==> config.mk <==
export PLATFORM = sky130hd
export DESIGN_NAME = bounded_stable_priority_queue
export DESIGN_NICKNAME = d
export VERILOG_FILES = /design/src/bspq_pkg.sv /design/src/bspq_cell.sv /design/src/bounded_stable_priority_queue.sv
export SDC_FILE = /design/constraint.sdc
export NUM_CORES = 1
export LEC_CHECK = 0
export BUFFER_PORTS_ARGS = -buffer_cell sky130_fd_sc_hd__buf_2
export CORE_ASPECT_RATIO = 0.5
export CORE_MARGIN = 3
export CORE_UTILIZATION = 50
export DETAILED_ROUTE_END_ITERATION = 10
export GPL_TIMING_DRIVEN = 0
export MAX_ROUTING_LAYER = met4
export PLACE_DENSITY = 0.66
export SLEW_MARGIN = 20
export SYNTH_ARGS = -nofsm -noshare
export SYNTH_HDL_FRONTEND = slang
export SYNTH_SLANG_ARGS = --single-unit
==> constraint.sdc <==
create_clock -name clk_i -period 8.3 [get_ports clk_i]
set_clock_uncertainty 0.1 [all_clocks]
set_input_delay 1.245 -clock clk_i [delete_from_list [all_inputs] [get_ports clk_i]]
set_output_delay 1.245 -clock clk_i [all_outputs]
set_load 0.05 [all_outputs]
==> src/bspq_pkg.sv <==
`default_nettype none
// ----------------------------------------------------------------------------
// bspq_pkg: shared types and constants of the bounded stable priority queue
// Operation codes, status codes, cell control and the capacity register width.
// ----------------------------------------------------------------------------
package bspq_pkg;

  // Width and reset value of the capacity register
  localparam int unsigned CAP_W = 5;
  localparam logic [CAP_W-1:0] CAP_RESET = 5'd16;

  // Operation carried by an input transaction
  localparam logic KIND_INSERT = 1'b0;
  localparam logic KIND_REMOVE = 1'b1;

  // Result status codes
  typedef enum logic [1:0] {
    ST_DONE  = 2'd0,
    ST_FULL  = 2'd1,
    ST_EMPTY = 2'd2
  } status_e;

  // Operation that every cell of the chain performs
  typedef enum logic [1:0] {
    OP_HOLD   = 2'd0,
    OP_INSERT = 2'd1,
    OP_POP    = 2'd2
  } cell_op_e;

  // Control broadcast from the queue control to the whole chain
  typedef struct packed {
    cell_op_e op;
  } cell_ctrl_t;

endpackage
`default_nettype wire

==> src/bspq_cell.sv <==
`default_nettype none
// ----------------------------------------------------------------------------
// bspq_cell: one slot of the sorted entry chain
// Holds one priority and handle. On insert it keeps its entry, takes the new
// one or takes its left neighbour's; on pop it takes its right neighbour's.
// ----------------------------------------------------------------------------
module bspq_cell #(
  parameter int unsigned PRIO_BITS   = 8,
  parameter int unsigned HANDLE_BITS = 16
) (
  input  wire                      clk_i,
  input  wire bspq_pkg::cell_ctrl_t ctrl_i,
  input  wire                      occ_i,
  input  wire  [PRIO_BITS-1:0]     new_prio_i,
  input  wire  [HANDLE_BITS-1:0]   new_handle_i,
  input  wire                      left_disp_i,
  input  wire  [PRIO_BITS-1:0]     left_prio_i,
  input  wire  [HANDLE_BITS-1:0]   left_handle_i,
  input  wire  [PRIO_BITS-1:0]     right_prio_i,
  input  wire  [HANDLE_BITS-1:0]   right_handle_i,
  output logic                     disp_o,
  output logic [PRIO_BITS-1:0]     prio_o,
  output logic [HANDLE_BITS-1:0]   handle_o
);

  logic [PRIO_BITS-1:0]   prio_q, prio_d;
  logic [HANDLE_BITS-1:0] handle_q, handle_d;

  // Displaced by an insert: slot free, or holding a strictly larger priority
  assign disp_o = !occ_i || (prio_q > new_prio_i);

  // Select the next slot contents
  always_comb begin
    prio_d   = prio_q;
    handle_d = handle_q;
    case (ctrl_i.op)
      bspq_pkg::OP_INSERT: begin
        if (disp_o) begin
          if (left_disp_i) begin
            prio_d   = left_prio_i;
            handle_d = left_handle_i;
          end else begin
            prio_d   = new_prio_i;
            handle_d = new_handle_i;
          end
        end
      end
      bspq_pkg::OP_POP: begin
        prio_d   = right_prio_i;
        handle_d = right_handle_i;
      end
      default: begin
        prio_d   = prio_q;
        handle_d = handle_q;
      end
    endcase
  end

  // Slot storage
  always_ff @(posedge clk_i) begin
    prio_q   <= prio_d;
    handle_q <= handle_d;
  end

  assign prio_o   = prio_q;
  assign handle_o = handle_q;

endmodule
`default_nettype wire

==> src/bounded_stable_priority_queue.sv <==
`default_nettype none
// ----------------------------------------------------------------------------
// bounded_stable_priority_queue: stable min-priority queue of payload handles
// A sorted chain of cells; lowest priority at cell 0, equal priorities leave
// in arrival order. Inserts beyond the configured capacity are refused.
//
//   channel   direction  handshake                 payload
//   command   in         start, busy               kind, priority_req, handle
//   result    out        strobe_o (one cycle)      status, payload, priority,
//                                                  entry_count, queue_empty
//   config    in         cfg_valid_i, cfg_ready_o  cfg_data_i (capacity)
//
// All cells compare against the new priority in parallel and shift on the
// same clock edge, so busy stays low and a command may be given in every
// cycle. The result is registered and appears in the cycle after acceptance,
// with strobe_o high for that cycle; it cannot be held off.
// Reset empties the queue and sets the capacity to 16; no clearing pass.
// ----------------------------------------------------------------------------
module bounded_stable_priority_queue #(
  parameter int unsigned DEPTH       = 16,
  parameter int unsigned PRIO_BITS   = 8,
  parameter int unsigned HANDLE_BITS = 16
) (
  input  wire                              clk_i,
  input  wire                              rst_ni,
  input  wire                              start,
  output logic                             busy,
  input  wire                              kind_i,
  input  wire  [PRIO_BITS-1:0]             priority_req_i,
  input  wire  [HANDLE_BITS-1:0]           payload_handle_i,
  output logic                             strobe_o,
  output logic [1:0]                       status_o,
  output logic [HANDLE_BITS-1:0]           out_payload_o,
  output logic [PRIO_BITS-1:0]             out_priority_o,
  output logic [$clog2(DEPTH+1)-1:0]       entry_count_o,
  output logic                             queue_empty_o,
  input  wire                              cfg_valid_i,
  output logic                             cfg_ready_o,
  input  wire  [bspq_pkg::CAP_W-1:0]       cfg_data_i
);

  localparam int unsigned CNT_W = $clog2(DEPTH + 1);

  logic [bspq_pkg::CAP_W-1:0] cap_q;
  logic [CNT_W-1:0]           count_q, count_d;
  logic                       strobe_q;
  bspq_pkg::status_e          status_q, status_d;
  logic [HANDLE_BITS-1:0]     out_payload_q, out_payload_d;
  logic [PRIO_BITS-1:0]       out_priority_q, out_priority_d;
  logic                       accept;
  logic                       is_full;
  bspq_pkg::cell_ctrl_t       ctrl;

  logic                       disp_w   [DEPTH];
  logic [PRIO_BITS-1:0]       prio_w   [DEPTH];
  logic [HANDLE_BITS-1:0]     handle_w [DEPTH];

  assign busy        = 1'b0;
  assign cfg_ready_o = 1'b1;
  assign accept      = start && !busy;

  // Full when the count reaches the capacity, saturated at the chain length
  assign is_full = (32'(count_q) >= 32'(cap_q)) || (32'(count_q) >= 32'(DEPTH));

  // Decode the command into a chain operation and the next result
  always_comb begin
    ctrl.op        = bspq_pkg::OP_HOLD;
    count_d        = count_q;
    status_d       = bspq_pkg::ST_DONE;
    out_payload_d  = '0;
    out_priority_d = '0;
    if (accept) begin
      if (kind_i == bspq_pkg::KIND_INSERT) begin
        if (is_full) begin
          status_d = bspq_pkg::ST_FULL;
        end else begin
          ctrl.op = bspq_pkg::OP_INSERT;
          count_d = count_q + 1'b1;
        end
      end else begin
        if (count_q == '0) begin
          status_d = bspq_pkg::ST_EMPTY;
        end else begin
          ctrl.op        = bspq_pkg::OP_POP;
          count_d        = count_q - 1'b1;
          out_payload_d  = handle_w[0];
          out_priority_d = prio_w[0];
        end
      end
    end
  end

  // Chain of cells, head at index 0
  for (genvar i = 0; i < DEPTH; i++) begin : g_cell
    logic                   occ;
    logic                   left_disp;
    logic [PRIO_BITS-1:0]   left_prio, right_prio;
    logic [HANDLE_BITS-1:0] left_handle, right_handle;

    assign occ = CNT_W'(i) < count_q;

    if (i == 0) begin : g_head
      assign left_disp   = 1'b0;
      assign left_prio   = '0;
      assign left_handle = '0;
    end else begin : g_body
      assign left_disp   = disp_w[i-1];
      assign left_prio   = prio_w[i-1];
      assign left_handle = handle_w[i-1];
    end

    if (i == DEPTH - 1) begin : g_tail
      assign right_prio   = '0;
      assign right_handle = '0;
    end else begin : g_inner
      assign right_prio   = prio_w[i+1];
      assign right_handle = handle_w[i+1];
    end

    bspq_cell #(
      .PRIO_BITS   (PRIO_BITS),
      .HANDLE_BITS (HANDLE_BITS)
    ) u_cell (
      .clk_i          (clk_i),
      .ctrl_i         (ctrl),
      .occ_i          (occ),
      .new_prio_i     (priority_req_i),
      .new_handle_i   (payload_handle_i),
      .left_disp_i    (left_disp),
      .left_prio_i    (left_prio),
      .left_handle_i  (left_handle),
      .right_prio_i   (right_prio),
      .right_handle_i (right_handle),
      .disp_o         (disp_w[i]),
      .prio_o         (prio_w[i]),
      .handle_o       (handle_w[i])
    );
  end

  // Control state: capacity, count and result strobe
  always_ff @(posedge clk_i or negedge rst_ni) begin
    if (!rst_ni) begin
      cap_q    <= bspq_pkg::CAP_RESET;
      count_q  <= '0;
      strobe_q <= 1'b0;
    end else begin
      if (cfg_valid_i && cfg_ready_o) begin
        cap_q <= cfg_data_i;
      end
      count_q  <= count_d;
      strobe_q <= accept;
    end
  end

  // Result payload registers
  always_ff @(posedge clk_i) begin
    if (accept) begin
      status_q       <= status_d;
      out_payload_q  <= out_payload_d;
      out_priority_q <= out_priority_d;
    end
  end

  assign strobe_o       = strobe_q;
  assign status_o       = status_q;
  assign out_payload_o  = out_payload_q;
  assign out_priority_o = out_priority_q;
  assign entry_count_o  = count_q;
  assign queue_empty_o  = (count_q == '0);

`ifndef SYNTH
  a_result_follows: assert property (@(posedge clk_i) disable iff (!rst_ni)
    accept |=> strobe_o)
    else $error("accepted command gave no result");

  a_count_bound: assert property (@(posedge clk_i) disable iff (!rst_ni)
    32'(count_q) <= 32'(DEPTH))
    else $error("entry count beyond chain length");

  a_refused_keeps: assert property (@(posedge clk_i) disable iff (!rst_ni)
    strobe_o && (status_o == bspq_pkg::ST_FULL) |-> $stable(count_q))
    else $error("refused insert changed the count");

  a_empty_flag: assert property (@(posedge clk_i) disable iff (!rst_ni)
    strobe_o && (status_o == bspq_pkg::ST_EMPTY) |-> queue_empty_o)
    else $error("empty remove with entries held");
`endif

endmodule
`default_nettype wire
Word level (Yosys, flattened, before mapping) --
Index checks and enable logic that the tools add are counted.
Operators by class: add/subtract/negate cells 2, magnitude comparators 34, bitwise logic cells 1, muxes and demuxes 104, reductions and logical operators 53, equal/unequal tests 20
Operator list (number):
- $pmux W16 S2 | 16
- $mux W16 | 31
- $pmux W8 S2 | 16
- $mux W8 | 31
- $gt A8 B8 Y1 | 16
- $lt A4 B5 Y1 const A | 8
- $reduce_and A2 Y1 | 16
- $ne A2 B1 Y1 const B | 15
- $lt A3 B5 Y1 const A | 4
- $logic_or A1 B1 Y1 | 17
- $logic_not A1 Y1 | 16
- $mux W5 | 3
- $lt A1 B5 Y1 const A | 2
- $lt A2 B5 Y1 const A | 2
- $mux W2 | 5
- $ne A2 B2 Y1 const B | 3
- $add A5 B1 Y5 const B | 1
- $ge A5 B5 Y1 | 1
- $ge A5 B5 Y1 const B | 1
- $logic_not A5 Y1 | 1
- $sub A5 B1 Y5 const B | 1
- $reduce_and A3 Y1 | 1
- $eq A2 B1 Y1 const B | 1
- $eq A2 B2 Y1 const B | 1
- other kinds (4) | 5
Word-level totals: logic and storage cells 252, bits in registers 421, output and inout port bits 35, input port bits 34

Logic depth before layout (Yosys ltp) --
word-level depth 8, mapped depth 11, gate-level depth less buffers 8

By module --
A second synthesis with hierarchy kept.
Unflattened totals: cells, all modules 2382, area total of the unflattened synthesis 25574.5 um^2
Modules (own cells, without submodules):
- bspq_cell | instances 16, cells each 138, sequential area each 720.7 um^2, area an instance 1480.2 um^2
- bounded_stable_priority_queue | instances 1, cells each 174, sequential area each 1057.3 um^2, area an instance 1891.8 um^2

Worst setup path before layout --
OpenSTA, ideal clock, no wires.
kind in2reg, from in priority_req_i[1], to reg g_cell[7].u_cell.handle_q[0] (enable), buffers on the path 2, arrival time 4461 ps, stages on the path 9, library setup time 438 ps, setup slack 3301 ps, data required time 7762 ps, path through inv_1 -> ha_1 -> nor2b_1 -> o211ai_1 -> a21o_1 -> a31o_2 -> buf_2 -> buf_4 -> o21ai_0
On the way: cells in the longest elaborated chain, start to end 4
RTL lines:
- start: declaration | RTL line bounded_stable_priority_queue.sv:29 | input wire [PRIO_BITS-1:0] priority_req_i,
- $gt A8 B8 Y1 | RTL line bspq_cell.sv:30 | assign disp_o = !occ_i || (prio_q > new_prio_i);
- $logic_or A1 B1 Y1 | RTL line bspq_cell.sv:30
- $ne A2 B1 Y1 (no line)
- $reduce_and A2 Y1 (no line)
- end signal: assignment | RTL line bspq_cell.sv:62 | handle_q <= handle_d;
- end: declaration | RTL line bspq_cell.sv:27 | logic [HANDLE_BITS-1:0] handle_q, handle_d;
Every way passes these cells. A chain may end at the register's enable or synchronous reset.

Worst setup path in the final report --
from in priority_req_i[6], to reg g_cell[0].u_cell.handle_q[0] (enable)
On the way: cells in the longest elaborated chain, start to end 4
RTL lines (RTL line):
- $gt A8 B8 Y1 | bspq_cell.sv:30
- $logic_or A1 B1 Y1 | bspq_cell.sv:30
- $ne A2 B1 Y1 (no line)
- $reduce_and A2 Y1 (no line)
- end signal: assignment | bspq_cell.sv:62
- end: declaration | bspq_cell.sv:27
Every way passes these cells.

==> impl_metrics.json <==
{
  "h-tree-depth": 2,
  "pre_cts_slack_ns": 2.95,
  "fmax_ghz": 0.213,
  "routed_wl_mm": 78.9,
  "hold_violations": 0,
  "syn-cell-area_sq_um": 24000,
  "vias": 18900,
  "cts_num_sinks": 421,
  "postCtsHoldBufs": 0,
  "cp-end-kind": "flip-flop",
  "viasPerCell": 6.35,
  "place_hpwl_mm": 58.2,
  "outcome": "finished clean",
  "dieWidth_um": 316,
  "hold_start": "cap_q[4]",
  "slew_headroom": 0.280,
  "finalPower_w": 0.00589,
  "clkLatencyLatePin_ns": 0.58,
  "grt_pass1_wl_mm": 117,
  "async_reset_ff_frac": 0.0261,
  "drt_iter0_drc": 2438,
  "cts.path.max_buffers": 3,
  "grtUsageTotal": 0.319,
  "grt_max_degree": 33,
  "layout_worst_path_cycle_share": 0.566,
  "peakVddDrop_mv": 0.139,
  "rows": 56,
  "postCtsSetupRepairBufs": 0,
  "synth-main-ff-cell": "edfxtp_1",
  "antenna_cells": 0,
  "synth_nets": 2353,
  "power.leakage_nw": 10.3,
  "crit_fanout": 16,
  "syn_area_per_cell_sq_um": 11.0,
  "antenna_found_initial": 0,
  "synth-seq-cells": 421,
  "yosys-top-cells-area": "edfxtp_1, mux2i_1, ha_1",
  "r2r_start": "entry_count_o[1]",
  "io_pins": 69,
  "finish.net_count": 2468,
  "port_buffers": 65,
  "layout_min_cycle_time_ns": 4.69,
  "cts-root-buf": "clkbuf_16",
  "start_kind": "input pin",
  "required_ns": 8.46,
  "drive_gt1_frac": 0.116,
  "yosys_warnings": 0,
  "grt_overflow": 0,
  "cts_tree": "done",
  "mostFrequentLayoutCells": "edfxtp_1, mux2i_1, a21oi_1",
  "clk_pin_slew_ns": 0.06,
  "hold_class": "reg -> reg",
  "drtPass1Iterations": 5,
  "gp_congestion": 0.905,
  "dieHeight_um": 161,
  "synth_edf_count": 410,
  "wl_per_cell_um": 26.5,
  "ctsResizeCount": 0,
  "die_area_sq_um": 50900,
  "drv_cap": 0,
  "yosys.area.top_type": "edfxtp_1",
  "grt_pass1_vias": 18200,
  "setup_slack_ns": 3.61,
  "coreArea_sq_um": 47200,
  "finalSetupTns_ns": 0,
  "drv_slew": 0,
  "yosys.area.top_type_share": 0.512,
  "start_util": 0.510,
  "cp.arrival_ns": 4.86,
  "worst_pin_slew_ns": 1.08,
  "setup_violations": 0,
  "rsz0062_at_grt": "no",
  "ant_nets": 0,
  "worstSetupStartpoint": "priority_req_i[6]",
  "synth_cell_types": 53,
  "drc": 0,
  "yosysSeqAreaShare": 0.524,
  "final_common_cell": "edfxtp_1",
  "power_density_nw_per_um2": 220,
  "cts_buffers": 41,
  "synth_cells": 2191,
  "path_class": "in -> reg",
  "rrSetupSlack_ns": 4.39,
  "syn_to_final_growth_pct": 11.2
}
path summary, 6_finish.rpt:
kind	endpoint	cells past startpoint
worst min register to register	cap_q[4]	2
worst max-delay path	g_cell[0].u_cell.handle_o[0]	11
max in group asynchronous	cap_q[4]	1
worst max register to register	g_cell[4].u_cell.prio_o[5]	10
min in group asynchronous	cap_q[0]	1
worst min-delay path	cap_q[4]	2
cell usage after synthesis, types with 8 or more instances:
master / number
buf_2: 64
o21ai_1: 13
o21ai_0: 174
and3_1: 26
nand4_1: 21
nand3_1: 40
buf_6: 17
dfrtp_1: 10
nor2b_1: 19
nor2_1: 236
clkbuf_1: 56
and2_1: 11
a21oi_1: 249
a211oi_1: 13
buf_4: 20
mux2i_1: 338
o211ai_1: 8
o31ai_1: 10
edfxtp_1: 410
and4_1: 9
inv_1: 33
nand2_1: 226
ha_1: 128
per-layer routing:
metal  vias up  wire length (um)  GRT usage  share of wire
met5         -                 0          -              0
li1       8320                 -          -              -
met4         0              1610     0.0684          0.020
met3       118              8370     0.0708           0.11
met2       982             33300      0.452           0.42
met1      9468             35600      0.469           0.45
cells by family after synthesis:
| group | synth area share |
|---|---|
| simple gates | 0.113 |
| other cells | 0.000313 |
| xor+xnor | 0.000365 |
| buf+inv | 0.0420 |
| flops | 0.524 |
| mux | 0.141 |
| fa+ha+maj | 0.0666 |
| compound gates | 0.113 |
state kept, by name (all words and copies together) (netlist names):
name and cells:
g_cell.u_cell.handle_o 256, g_cell.u_cell.prio_o 128, entry_count_o 5, out_priority_o 8, status_o 2, cap_q 5
strobe_o 1, out_payload_o 16
critical path, stage by stage:
cell      delay, ns
buf_2          0.36
inv_1          0.59
ha_1           0.52
o21ai_0        0.09
nor2_1         0.15
nor4bb_1       0.09
o21ai_2        0.64
buf_4          0.37
nand3_1        0.12
nand2_2        0.41
buf_16         0.23
stage by stage:
stage                     instance area [sq um]  hold slack, ns   util  cells
after floorplan                           24000           0.378      -   2191
after global placement                    25200           0.401  0.533   2894
after detailed placement                  25400           0.405  0.539   2901
after CTS                                 26700           0.420  0.566   2975
after global routing                      26700           0.445  0.567   2975
final                                     26700           0.421  0.567   2975
final cells by class:
type / instances / area [sq um]
well taps: 638 / 798
flip-flops and latches: 421 / 12600
inverters: 33 / 124
plain buffers: 160 / 885
fillers: 4096 / 20400
multi-input cells: 1577 / 10500
clock inverters: 28 / 250
repair buffers: 72 / 510
clock buffers: 46 / 1040
power by group:
group / switching [W] / internal (W)
registers: 0.000111 / 0.00256
clock network: 0.000888 / 0.00101
logic: 0.000832 / 0.000484
total: 0.00183 / 0.00406
(Power assumes the default switching activity.)
